[src/rtl/i2cmr_pkg.sv]
// Package with shared types and constants for the single-byte I2C read master.
`default_nettype none
package i2cmr_pkg;

    localparam int PHASE_W = 6;
    localparam int TICK_W = 16;
    localparam int ADDR_W = 7;
    localparam int DATA_W = 8;
    localparam int SUB_W = 2;
    localparam int CFG_IDX_W = 1;
    localparam int CFG_DATA_W = 16;

    localparam logic [PHASE_W-1:0] PHASE_IDLE = 6'd0;
    localparam logic [PHASE_W-1:0] PHASE_FIRST = 6'd1;
    localparam logic [PHASE_W-1:0] PHASE_LAST = 6'd60;

    localparam logic [ADDR_W-1:0] ADDR_RESET = 7'h5F;
    localparam logic [TICK_W-1:0] TICKS_RESET = 16'd400;

    typedef enum logic [CFG_IDX_W-1:0] {
        REG_DEVICE_ADDRESS = 1'b0,
        REG_PHASE_TICKS = 1'b1
    } cfg_reg_t;

    typedef struct packed {
        logic scl;
        logic sda;
        logic samp_nack;
        logic samp_data;
        logic shift_send;
    } phase_ctl_t;

endpackage
`default_nettype wire

[src/rtl/i2cmr_if.sv]
// Valid/ready channel interfaces for input, result and configuration words.
`default_nettype none
interface i2cmr_in_if;
    logic valid;
    logic ready;
    logic start_read;
    logic sda_in;
    modport source (output valid, output start_read, output sda_in, input ready);
    modport sink (input valid, input start_read, input sda_in, output ready);
endinterface

interface i2cmr_out_if;
    logic valid;
    logic ready;
    logic scl_out;
    logic sda_out;
    logic busy_res;
    logic done_res;
    logic [i2cmr_pkg::DATA_W-1:0] data_byte;
    logic address_nack;
    modport source (output valid, output scl_out, output sda_out, output busy_res,
                    output done_res, output data_byte, output address_nack, input ready);
    modport sink (input valid, input scl_out, input sda_out, input busy_res,
                  input done_res, input data_byte, input address_nack, output ready);
endinterface

interface i2cmr_cfg_if;
    logic valid;
    logic ready;
    logic [i2cmr_pkg::CFG_IDX_W-1:0] index;
    logic [i2cmr_pkg::CFG_DATA_W-1:0] data;
    modport source (output valid, output index, output data, input ready);
    modport sink (input valid, input index, input data, output ready);
endinterface
`default_nettype wire

[src/rtl/i2cmr_phase_dec.sv]
// Phase decoder giving pin levels and shift or sample strobes for one phase.
`default_nettype none
module i2cmr_phase_dec (
    input  wire logic [i2cmr_pkg::PHASE_W-1:0] phase,
    input  wire logic [i2cmr_pkg::SUB_W-1:0]   sub,
    input  wire logic                          send_msb,
    output i2cmr_pkg::phase_ctl_t               ctl
);

    // The phase number here is zero based; sub is that number modulo three.
    always_comb
    begin
        ctl = '0;
        if (phase < 6'd3)
        begin
            ctl.scl = (phase < 6'd2);
            ctl.sda = (phase == 6'd0);
        end
        else if (phase >= 6'd57)
        begin
            ctl.scl = (phase != 6'd57);
            ctl.sda = (phase == 6'd59);
        end
        else
        begin
            ctl.scl = (sub == 2'd1);
            if (phase < 6'd27)
            begin
                ctl.sda = send_msb;
                ctl.shift_send = (sub == 2'd2);
            end
            else
            begin
                ctl.sda = 1'b1;
                if (phase < 6'd54 && sub == 2'd1)
                begin
                    ctl.samp_nack = (phase < 6'd30);
                    ctl.samp_data = (phase >= 6'd30);
                end
            end
        end
    end

endmodule
`default_nettype wire

[src/rtl/i2c_master_single_byte_read_unit.sv]
// Top level of the single-byte I2C read master with its result register.
// The result word is registered and appears in the cycle after its input word is accepted.
// Throughput: one input word per cycle while the result side takes words.
// The result register lets the next word in while the current one is taken.
// Reset clears the phase sequencer to idle, lines released, and the result register empty.
`default_nettype none
module i2c_master_single_byte_read_unit (
    input  wire logic    clk,
    input  wire logic    rst_n,
    i2cmr_in_if.sink     in_ch,
    i2cmr_out_if.source  out_ch,
    i2cmr_cfg_if.sink    cfg_ch
);

    logic [i2cmr_pkg::ADDR_W-1:0]  addr_reg;
    logic [i2cmr_pkg::TICK_W-1:0]  ticks_reg;
    logic [i2cmr_pkg::PHASE_W-1:0] phase_reg, phase_next;
    logic [i2cmr_pkg::TICK_W-1:0]  tick_reg, tick_next;
    logic [i2cmr_pkg::SUB_W-1:0]   sub_reg, sub_next;
    logic [i2cmr_pkg::DATA_W-1:0]  send_reg, send_next;
    logic [i2cmr_pkg::DATA_W-1:0]  recv_reg, recv_next;
    logic                          nack_reg, nack_next;
    logic                          scl_reg, scl_next;
    logic                          sda_reg, sda_next;
    logic                          busy_next, done_next;
    logic                          out_valid_reg;
    logic                          out_busy_reg, out_done_reg;

    logic                          in_fire;
    logic                          start_now;
    logic [i2cmr_pkg::PHASE_W-1:0] eff_phase;
    logic [i2cmr_pkg::TICK_W-1:0]  eff_tick;
    logic [i2cmr_pkg::SUB_W-1:0]   eff_sub;
    logic [i2cmr_pkg::DATA_W-1:0]  eff_send;
    logic [i2cmr_pkg::DATA_W-1:0]  eff_recv;
    logic                          eff_nack;
    logic [i2cmr_pkg::TICK_W-1:0]  len;
    logic [i2cmr_pkg::TICK_W:0]    tick_plus;
    logic                          last_tick;
    i2cmr_pkg::phase_ctl_t         ctl;

    assign in_fire = in_ch.valid && in_ch.ready;
    assign in_ch.ready = !out_valid_reg || out_ch.ready;
    assign cfg_ch.ready = 1'b1;

    always_ff @(posedge clk or negedge rst_n)
    begin
        if (!rst_n)
        begin
            addr_reg <= i2cmr_pkg::ADDR_RESET;
            ticks_reg <= i2cmr_pkg::TICKS_RESET;
        end
        else if (cfg_ch.valid)
        begin
            case (i2cmr_pkg::cfg_reg_t'(cfg_ch.index))
                i2cmr_pkg::REG_DEVICE_ADDRESS: addr_reg <= cfg_ch.data[i2cmr_pkg::ADDR_W-1:0];
                i2cmr_pkg::REG_PHASE_TICKS:    ticks_reg <= cfg_ch.data;
                default: ;
            endcase
        end
    end

    assign start_now = (phase_reg == i2cmr_pkg::PHASE_IDLE) && in_ch.start_read;
    assign eff_phase = start_now ? i2cmr_pkg::PHASE_FIRST : phase_reg;
    assign eff_tick = start_now ? '0 : tick_reg;
    assign eff_sub = start_now ? '0 : sub_reg;
    assign eff_send = start_now ? {addr_reg, 1'b1} : send_reg;
    assign eff_recv = start_now ? '0 : recv_reg;
    assign eff_nack = start_now ? 1'b0 : nack_reg;

    assign len = (ticks_reg == '0) ? i2cmr_pkg::TICK_W'(1) : ticks_reg;
    assign tick_plus = {1'b0, eff_tick} + (i2cmr_pkg::TICK_W + 1)'(1);
    assign last_tick = tick_plus >= {1'b0, len};

    i2cmr_phase_dec u_phase_dec (
        .phase    (eff_phase - i2cmr_pkg::PHASE_W'(1)),
        .sub      (eff_sub),
        .send_msb (eff_send[i2cmr_pkg::DATA_W-1]),
        .ctl      (ctl)
    );

    always_comb
    begin
        phase_next = eff_phase;
        tick_next = eff_tick;
        sub_next = eff_sub;
        send_next = eff_send;
        recv_next = eff_recv;
        nack_next = eff_nack;
        scl_next = scl_reg;
        sda_next = sda_reg;
        busy_next = 1'b0;
        done_next = 1'b0;
        if (eff_phase != i2cmr_pkg::PHASE_IDLE)
        begin
            busy_next = 1'b1;
            scl_next = ctl.scl;
            sda_next = ctl.sda;
            if (last_tick)
            begin
                if (ctl.samp_nack)
                begin
                    nack_next = in_ch.sda_in;
                end
                if (ctl.samp_data)
                begin
                    recv_next = {eff_recv[i2cmr_pkg::DATA_W-2:0], in_ch.sda_in};
                end
                if (ctl.shift_send)
                begin
                    send_next = {eff_send[i2cmr_pkg::DATA_W-2:0], 1'b0};
                end
                tick_next = '0;
                sub_next = (eff_sub == 2'd2) ? '0 : eff_sub + 2'd1;
                if (eff_phase == i2cmr_pkg::PHASE_LAST)
                begin
                    phase_next = i2cmr_pkg::PHASE_IDLE;
                    done_next = 1'b1;
                end
                else
                begin
                    phase_next = eff_phase + i2cmr_pkg::PHASE_W'(1);
                end
            end
            else
            begin
                tick_next = tick_plus[i2cmr_pkg::TICK_W-1:0];
            end
        end
    end

    always_ff @(posedge clk or negedge rst_n)
    begin
        if (!rst_n)
        begin
            phase_reg <= i2cmr_pkg::PHASE_IDLE;
            tick_reg <= '0;
            sub_reg <= '0;
            send_reg <= '0;
            recv_reg <= '0;
            nack_reg <= 1'b0;
            scl_reg <= 1'b1;
            sda_reg <= 1'b1;
            out_busy_reg <= 1'b0;
            out_done_reg <= 1'b0;
        end
        else if (in_fire)
        begin
            phase_reg <= phase_next;
            tick_reg <= tick_next;
            sub_reg <= sub_next;
            send_reg <= send_next;
            recv_reg <= recv_next;
            nack_reg <= nack_next;
            scl_reg <= scl_next;
            sda_reg <= sda_next;
            out_busy_reg <= busy_next;
            out_done_reg <= done_next;
        end
    end

    always_ff @(posedge clk or negedge rst_n)
    begin
        if (!rst_n)
        begin
            out_valid_reg <= 1'b0;
        end
        else if (in_fire)
        begin
            out_valid_reg <= 1'b1;
        end
        else if (out_ch.ready)
        begin
            out_valid_reg <= 1'b0;
        end
    end

    assign out_ch.valid = out_valid_reg;
    assign out_ch.scl_out = scl_reg;
    assign out_ch.sda_out = sda_reg;
    assign out_ch.busy_res = out_busy_reg;
    assign out_ch.done_res = out_done_reg;
    assign out_ch.data_byte = recv_reg;
    assign out_ch.address_nack = nack_reg;

endmodule
`default_nettype wire

[src/flat_wrapper.sv]
// flat-port wrapper written by rule: the top's interface ports become plain ports
module i2c_master_single_byte_read_unit_flat 
  (clk, rst_n, in_ch_valid, in_ch_start_read, in_ch_sda_in, in_ch_ready, out_ch_valid, out_ch_scl_out, out_ch_sda_out, out_ch_busy_res, out_ch_done_res, out_ch_data_byte, out_ch_address_nack, out_ch_ready, cfg_ch_valid, cfg_ch_index, cfg_ch_data, cfg_ch_ready);
  i2cmr_in_if in_ch_i ();
  i2cmr_out_if out_ch_i ();
  i2cmr_cfg_if cfg_ch_i ();
  input  wire logic clk;
  input  wire logic rst_n;
  input wire logic [$bits(in_ch_i.valid)-1:0] in_ch_valid;
  input wire logic [$bits(in_ch_i.start_read)-1:0] in_ch_start_read;
  input wire logic [$bits(in_ch_i.sda_in)-1:0] in_ch_sda_in;
  output wire logic [$bits(in_ch_i.ready)-1:0] in_ch_ready;
  output wire logic [$bits(out_ch_i.valid)-1:0] out_ch_valid;
  output wire logic [$bits(out_ch_i.scl_out)-1:0] out_ch_scl_out;
  output wire logic [$bits(out_ch_i.sda_out)-1:0] out_ch_sda_out;
  output wire logic [$bits(out_ch_i.busy_res)-1:0] out_ch_busy_res;
  output wire logic [$bits(out_ch_i.done_res)-1:0] out_ch_done_res;
  output wire logic [$bits(out_ch_i.data_byte)-1:0] out_ch_data_byte;
  output wire logic [$bits(out_ch_i.address_nack)-1:0] out_ch_address_nack;
  input wire logic [$bits(out_ch_i.ready)-1:0] out_ch_ready;
  input wire logic [$bits(cfg_ch_i.valid)-1:0] cfg_ch_valid;
  input wire logic [$bits(cfg_ch_i.index)-1:0] cfg_ch_index;
  input wire logic [$bits(cfg_ch_i.data)-1:0] cfg_ch_data;
  output wire logic [$bits(cfg_ch_i.ready)-1:0] cfg_ch_ready;
  assign in_ch_i.valid = in_ch_valid;
  assign in_ch_i.start_read = in_ch_start_read;
  assign in_ch_i.sda_in = in_ch_sda_in;
  assign in_ch_ready = in_ch_i.ready;
  assign out_ch_valid = out_ch_i.valid;
  assign out_ch_scl_out = out_ch_i.scl_out;
  assign out_ch_sda_out = out_ch_i.sda_out;
  assign out_ch_busy_res = out_ch_i.busy_res;
  assign out_ch_done_res = out_ch_i.done_res;
  assign out_ch_data_byte = out_ch_i.data_byte;
  assign out_ch_address_nack = out_ch_i.address_nack;
  assign out_ch_i.ready = out_ch_ready;
  assign cfg_ch_i.valid = cfg_ch_valid;
  assign cfg_ch_i.index = cfg_ch_index;
  assign cfg_ch_i.data = cfg_ch_data;
  assign cfg_ch_ready = cfg_ch_i.ready;
  i2c_master_single_byte_read_unit u_core (.clk(clk), .rst_n(rst_n), .in_ch(in_ch_i), .out_ch(out_ch_i), .cfg_ch(cfg_ch_i));
endmodule
[config.mk]
export PLATFORM = sky130hd
export DESIGN_NAME = i2c_master_single_byte_read_unit_flat
export DESIGN_NICKNAME = d
export VERILOG_FILES = /design/src/rtl/i2cmr_pkg.sv /design/src/rtl/i2cmr_if.sv /design/src/rtl/i2cmr_phase_dec.sv /design/src/rtl/i2c_master_single_byte_read_unit.sv /design/src/flat_wrapper.sv
export SDC_FILE = /design/constraint.sdc
export NUM_CORES = 1
export LEC_CHECK = 0
export BUFFER_PORTS_ARGS = -buffer_cell sky130_fd_sc_hd__buf_4
export CAP_MARGIN = 0
export CORE_MARGIN = 2
export CORE_UTILIZATION = 35
export CTS_CLUSTER_DIAMETER = 80
export DETAILED_ROUTE_END_ITERATION = 12
export PLACE_DENSITY_LB_ADDON = 0.25
export SYNTH_ARGS = -nofsm -noshare
export SYNTH_HDL_FRONTEND = slang
export SYNTH_SLANG_ARGS = --single-unit
[constraint.sdc]
create_clock -name clk -period 14.3 [get_ports clk]
set_input_delay 2.86 -clock clk [delete_from_list [all_inputs] [get_ports clk]]
set_output_delay 2.86 -clock clk [all_outputs]
set_load 0.01 [all_outputs]
==> impl_metrics.py <==
metrics = {
    "yosys": {
        "synth_xor_area_frac": 0.0290,
        "synth-simple-area-share": 0.174,
        "synth_area_per_cell_sq_um": 9.61,
        "synth_fa_ha_area_frac": 0.0621,
        "synth_top_family_by_area": "compound AO/OA/AOI/OAI gates",
        "syn_area_sq_mm": 0.00423,
        "synth_mux_area_frac": 0.0899,
        "synthArstFlopShare": 1.00,
        "synth_ff_type": "dfrtp_1",
        "synth_nets": 485,
        "ys_warn_count": 0,
        "synthCells": 440,
        "synth_seq_cells": 69,
        "seq_area_frac_synth": 0.411,
        "synth_cell_type_count": 68,
        "synth_edf_count": 0,
        "synth-compound-area-share": 0.185,
    },
    "die": {
        "floorplan.initialDensity": 0.355,
        "core-area_sq_mm": 0.0119,
        "pin_count": 40,
        "dieArea_sq_mm": 0.0130,
        "die_w_microns": 114,
        "fp.dieH_microns": 114,
        "num_rows": 40,
    },
    "sta": {
        "maxSlewHeadroom": 0.300,
        "tightest_slew_ns": 1.04,
        "fmax_ghz": 0.133,
        "finalMaxSlewViolations": 0,
        "fin_hold_ws_ns": 0.479,
        "setup_viol": 0,
        "fin_ws_ns": 6.80,
        "finalHoldViolCount": 0,
        "clock_skew_ns": 0.00633,
        "fin_crit_sh": 0.525,
        "fin_crit_ns": 7.50,
        "fin_setup_tns_ns": 0,
        "rsz0062_at_grt": "no",
    },
    "worst_setup_path": {
        "critPathCaptureType": "flip-flop",
        "criticalPathCategory": "in -> reg",
        "critPathMaxStageDelay_ns": 0.90,
        "crit_slowest_cell": "nor3_2",
        "worstRegToRegCells": 17,
        "path_cells": "buf_4 -> nor3b_2 -> nand2_1 -> and2_1 -> ha_1 -> nand2_1 -> nor2_1 -> and4_1 -> xnor2_1 -> nor2_1 -> ha_1 -> a211oi_1 -> nor2_1 -> a2111oi_0 -> a221oi_2 -> nor3_2 -> a32oi_1 -> nand2_1",
        "critPathMaxFanout": 23,
        "arrival_ns": 7.76,
        "cp-start-kind": "input port",
        "cp_data_required_time_ns": 14.56,
    },
    "grt": {
        "grt_pass1_vias": 3289,
        "grt_pass1_wl_microns": 16400,
        "grtUsageTotal": 0.158,
        "antenna_found_initial": 0,
        "grt_overflow": 0,
        "grt_max_degree": 70,
    },
    "detailed_routing": {
        "vias_per_cell": 5.42,
        "first_iter_violations": 301,
        "wl_microns": 9800,
        "routedWlPerCell_microns": 15.8,
        "ant_nets": 0,
        "drc": 0,
        "dr.pass1.iters": 6,
        "vias": 3365,
    },
    "clock_network": {
        "cts-root-buf": "clkbuf_16",
        "htree_num_levels": 3,
        "clk-insertion-delay-late_ns": 0.33,
        "cts.sinks": 69,
        "clockBufferDepth": 2,
        "cts-buffers-inserted": 9,
        "cts_hold_buffers": 0,
        "clkTransAtPathRegs_ns": 0.06,
        "cts_setup_buffers": 0,
        "cts_resized": 0,
        "cts_tree": "built",
    },
    "flow_run": {
        "max_cap_viol_count": 0,
    },
    "place": {
        "port_buffers": 38,
        "gp_congestion": 0.880,
        "dpl.hpwl_microns": 6840,
        "dp_slack_ns": 6.60,
    },
    "layout": {
        "area_growth_pct": 16.0,
        "layout.cells.most_common_list": "dfrtp_1 (58), nand2_1 (48), buf_4 (40)",
        "post-route-util": 0.412,
        "diodes": 0,
        "layout_commonest_cell": "dfrtp_1",
        "layout-drive-gt1-share": 0.222,
        "layout.nets": 514,
    },
    "status": {
        "status": "complete, no violations",
    },
    "worst_hold_path": {
        "holdPathStages": 2,
        "hold_path.class": "reg -> reg",
    },
    "power": {
        "ir_drop_uv": 55.9,
        "p_per_area_mw_per_mm2": 130,
        "leakagePower_nw": 2.15,
    },
}
[per-layer routing]
metal	GRT usage	part of all wire	vias up
met5	0	0	-
met1	0.211	0.48	1627
met2	0.251	0.46	85
met3	0.0409	0.046	13
met4	0.0512	0.012	0
li1	-	-	1640
[where the power goes]
group / leakage [nW] / switching [mW] / total [mW] / internal [mW]
logic: 1.14 / 0.0940 / 0.166 / 0.0720
clock network: 0.145 / 0.0872 / 0.221 / 0.134
registers: 0.866 / 0.0242 / 0.251 / 0.227
total: 2.15 / 0.205 / 0.638 / 0.433
[final timing paths]
path	from	endpoint	slack [ns]
worst min register to register	u_core.out_ch.scl_out	u_core.out_ch.scl_out	0.48
worst min-delay path	u_core.out_ch.scl_out	u_core.out_ch.scl_out	0.48
max in group asynchronous	rst_n	u_core.tick_reg[9]	11.07
worst max-delay path	in_ch_start_read	u_core.tick_reg[10]	6.80
min in group asynchronous	rst_n	u_core.phase_reg[4]	2.64
worst max register to register	u_core.phase_reg[2]	u_core.tick_reg[10]	8.62
[worst max-delay path: cells and delay by family]
kind	cells	cell delay, ns
AO/OA/AOI/OAI	4	1.29
XOR/XNOR	1	0.13
buffers and inverters	1	0.12
AND/OR/NAND/NOR	10	2.84
adder cells (fa/ha/maj)	2	0.54
[synthesized netlist by cell type (4+ instances only)]
master    instances  share of area
nand2_1          48          0.043
a21oi_1          17          0.020
nand3_1          15          0.018
nand2b_1          6         0.0089
mux2_2           24          0.064
buf_1             4         0.0035
inv_1            28          0.025
and2_1            5         0.0074
dfrtp_1          58           0.34
xnor2_1           6          0.012
a221o_1           4         0.0095
o31ai_1           6          0.011
nand4_1           4         0.0059
clkbuf_1         13          0.012
dfstp_2          11          0.068
nor2_1           33          0.029
nor3_1            8         0.0095
o21ai_0          20          0.024
mux2i_1          11          0.026
nor4_1            5         0.0074
ha_1             21          0.062
and3_1            5         0.0074
xor2_1            8          0.017
a22o_1           13          0.027
[through the flow]
stage | instance area (sq um) | power [mW] | std cells
after floorplan | 4230 | 0.368 | 440
after global placement | 4620 | 0.417 | 605
after detailed placement | 4620 | 0.420 | 605
after CTS | 4910 | 0.644 | 621
after global routing | 4910 | 0.679 | 621
final | 4910 | 0.638 | 621
[kinds of logic (layout without fill, tap and decap cells)]
logic type	count (synthesis)	count (layout)
compound gates	103	103
xor+xnor	14	14
fa+ha+maj	21	21
buf+inv	50	84
flops	69	69
mux	35	35
other cells	1	1
simple gates	147	147
[layout make-up]
| class | instances | area, sq um |
|---|---|---|
| Timing Repair Buffer | 40 | 300 |
| Tap cell | 147 | 184 |
| Fill cell | 1196 | 7000 |
| Clock inverter | 7 | 66.3 |
| Sequential cell | 69 | 1740 |
| Inverter | 28 | 105 |
| Multi-Input combinational cell | 321 | 2290 |
| Clock buffer | 9 | 225 |
No activity file was read; power rests on OpenSTA's default activity.
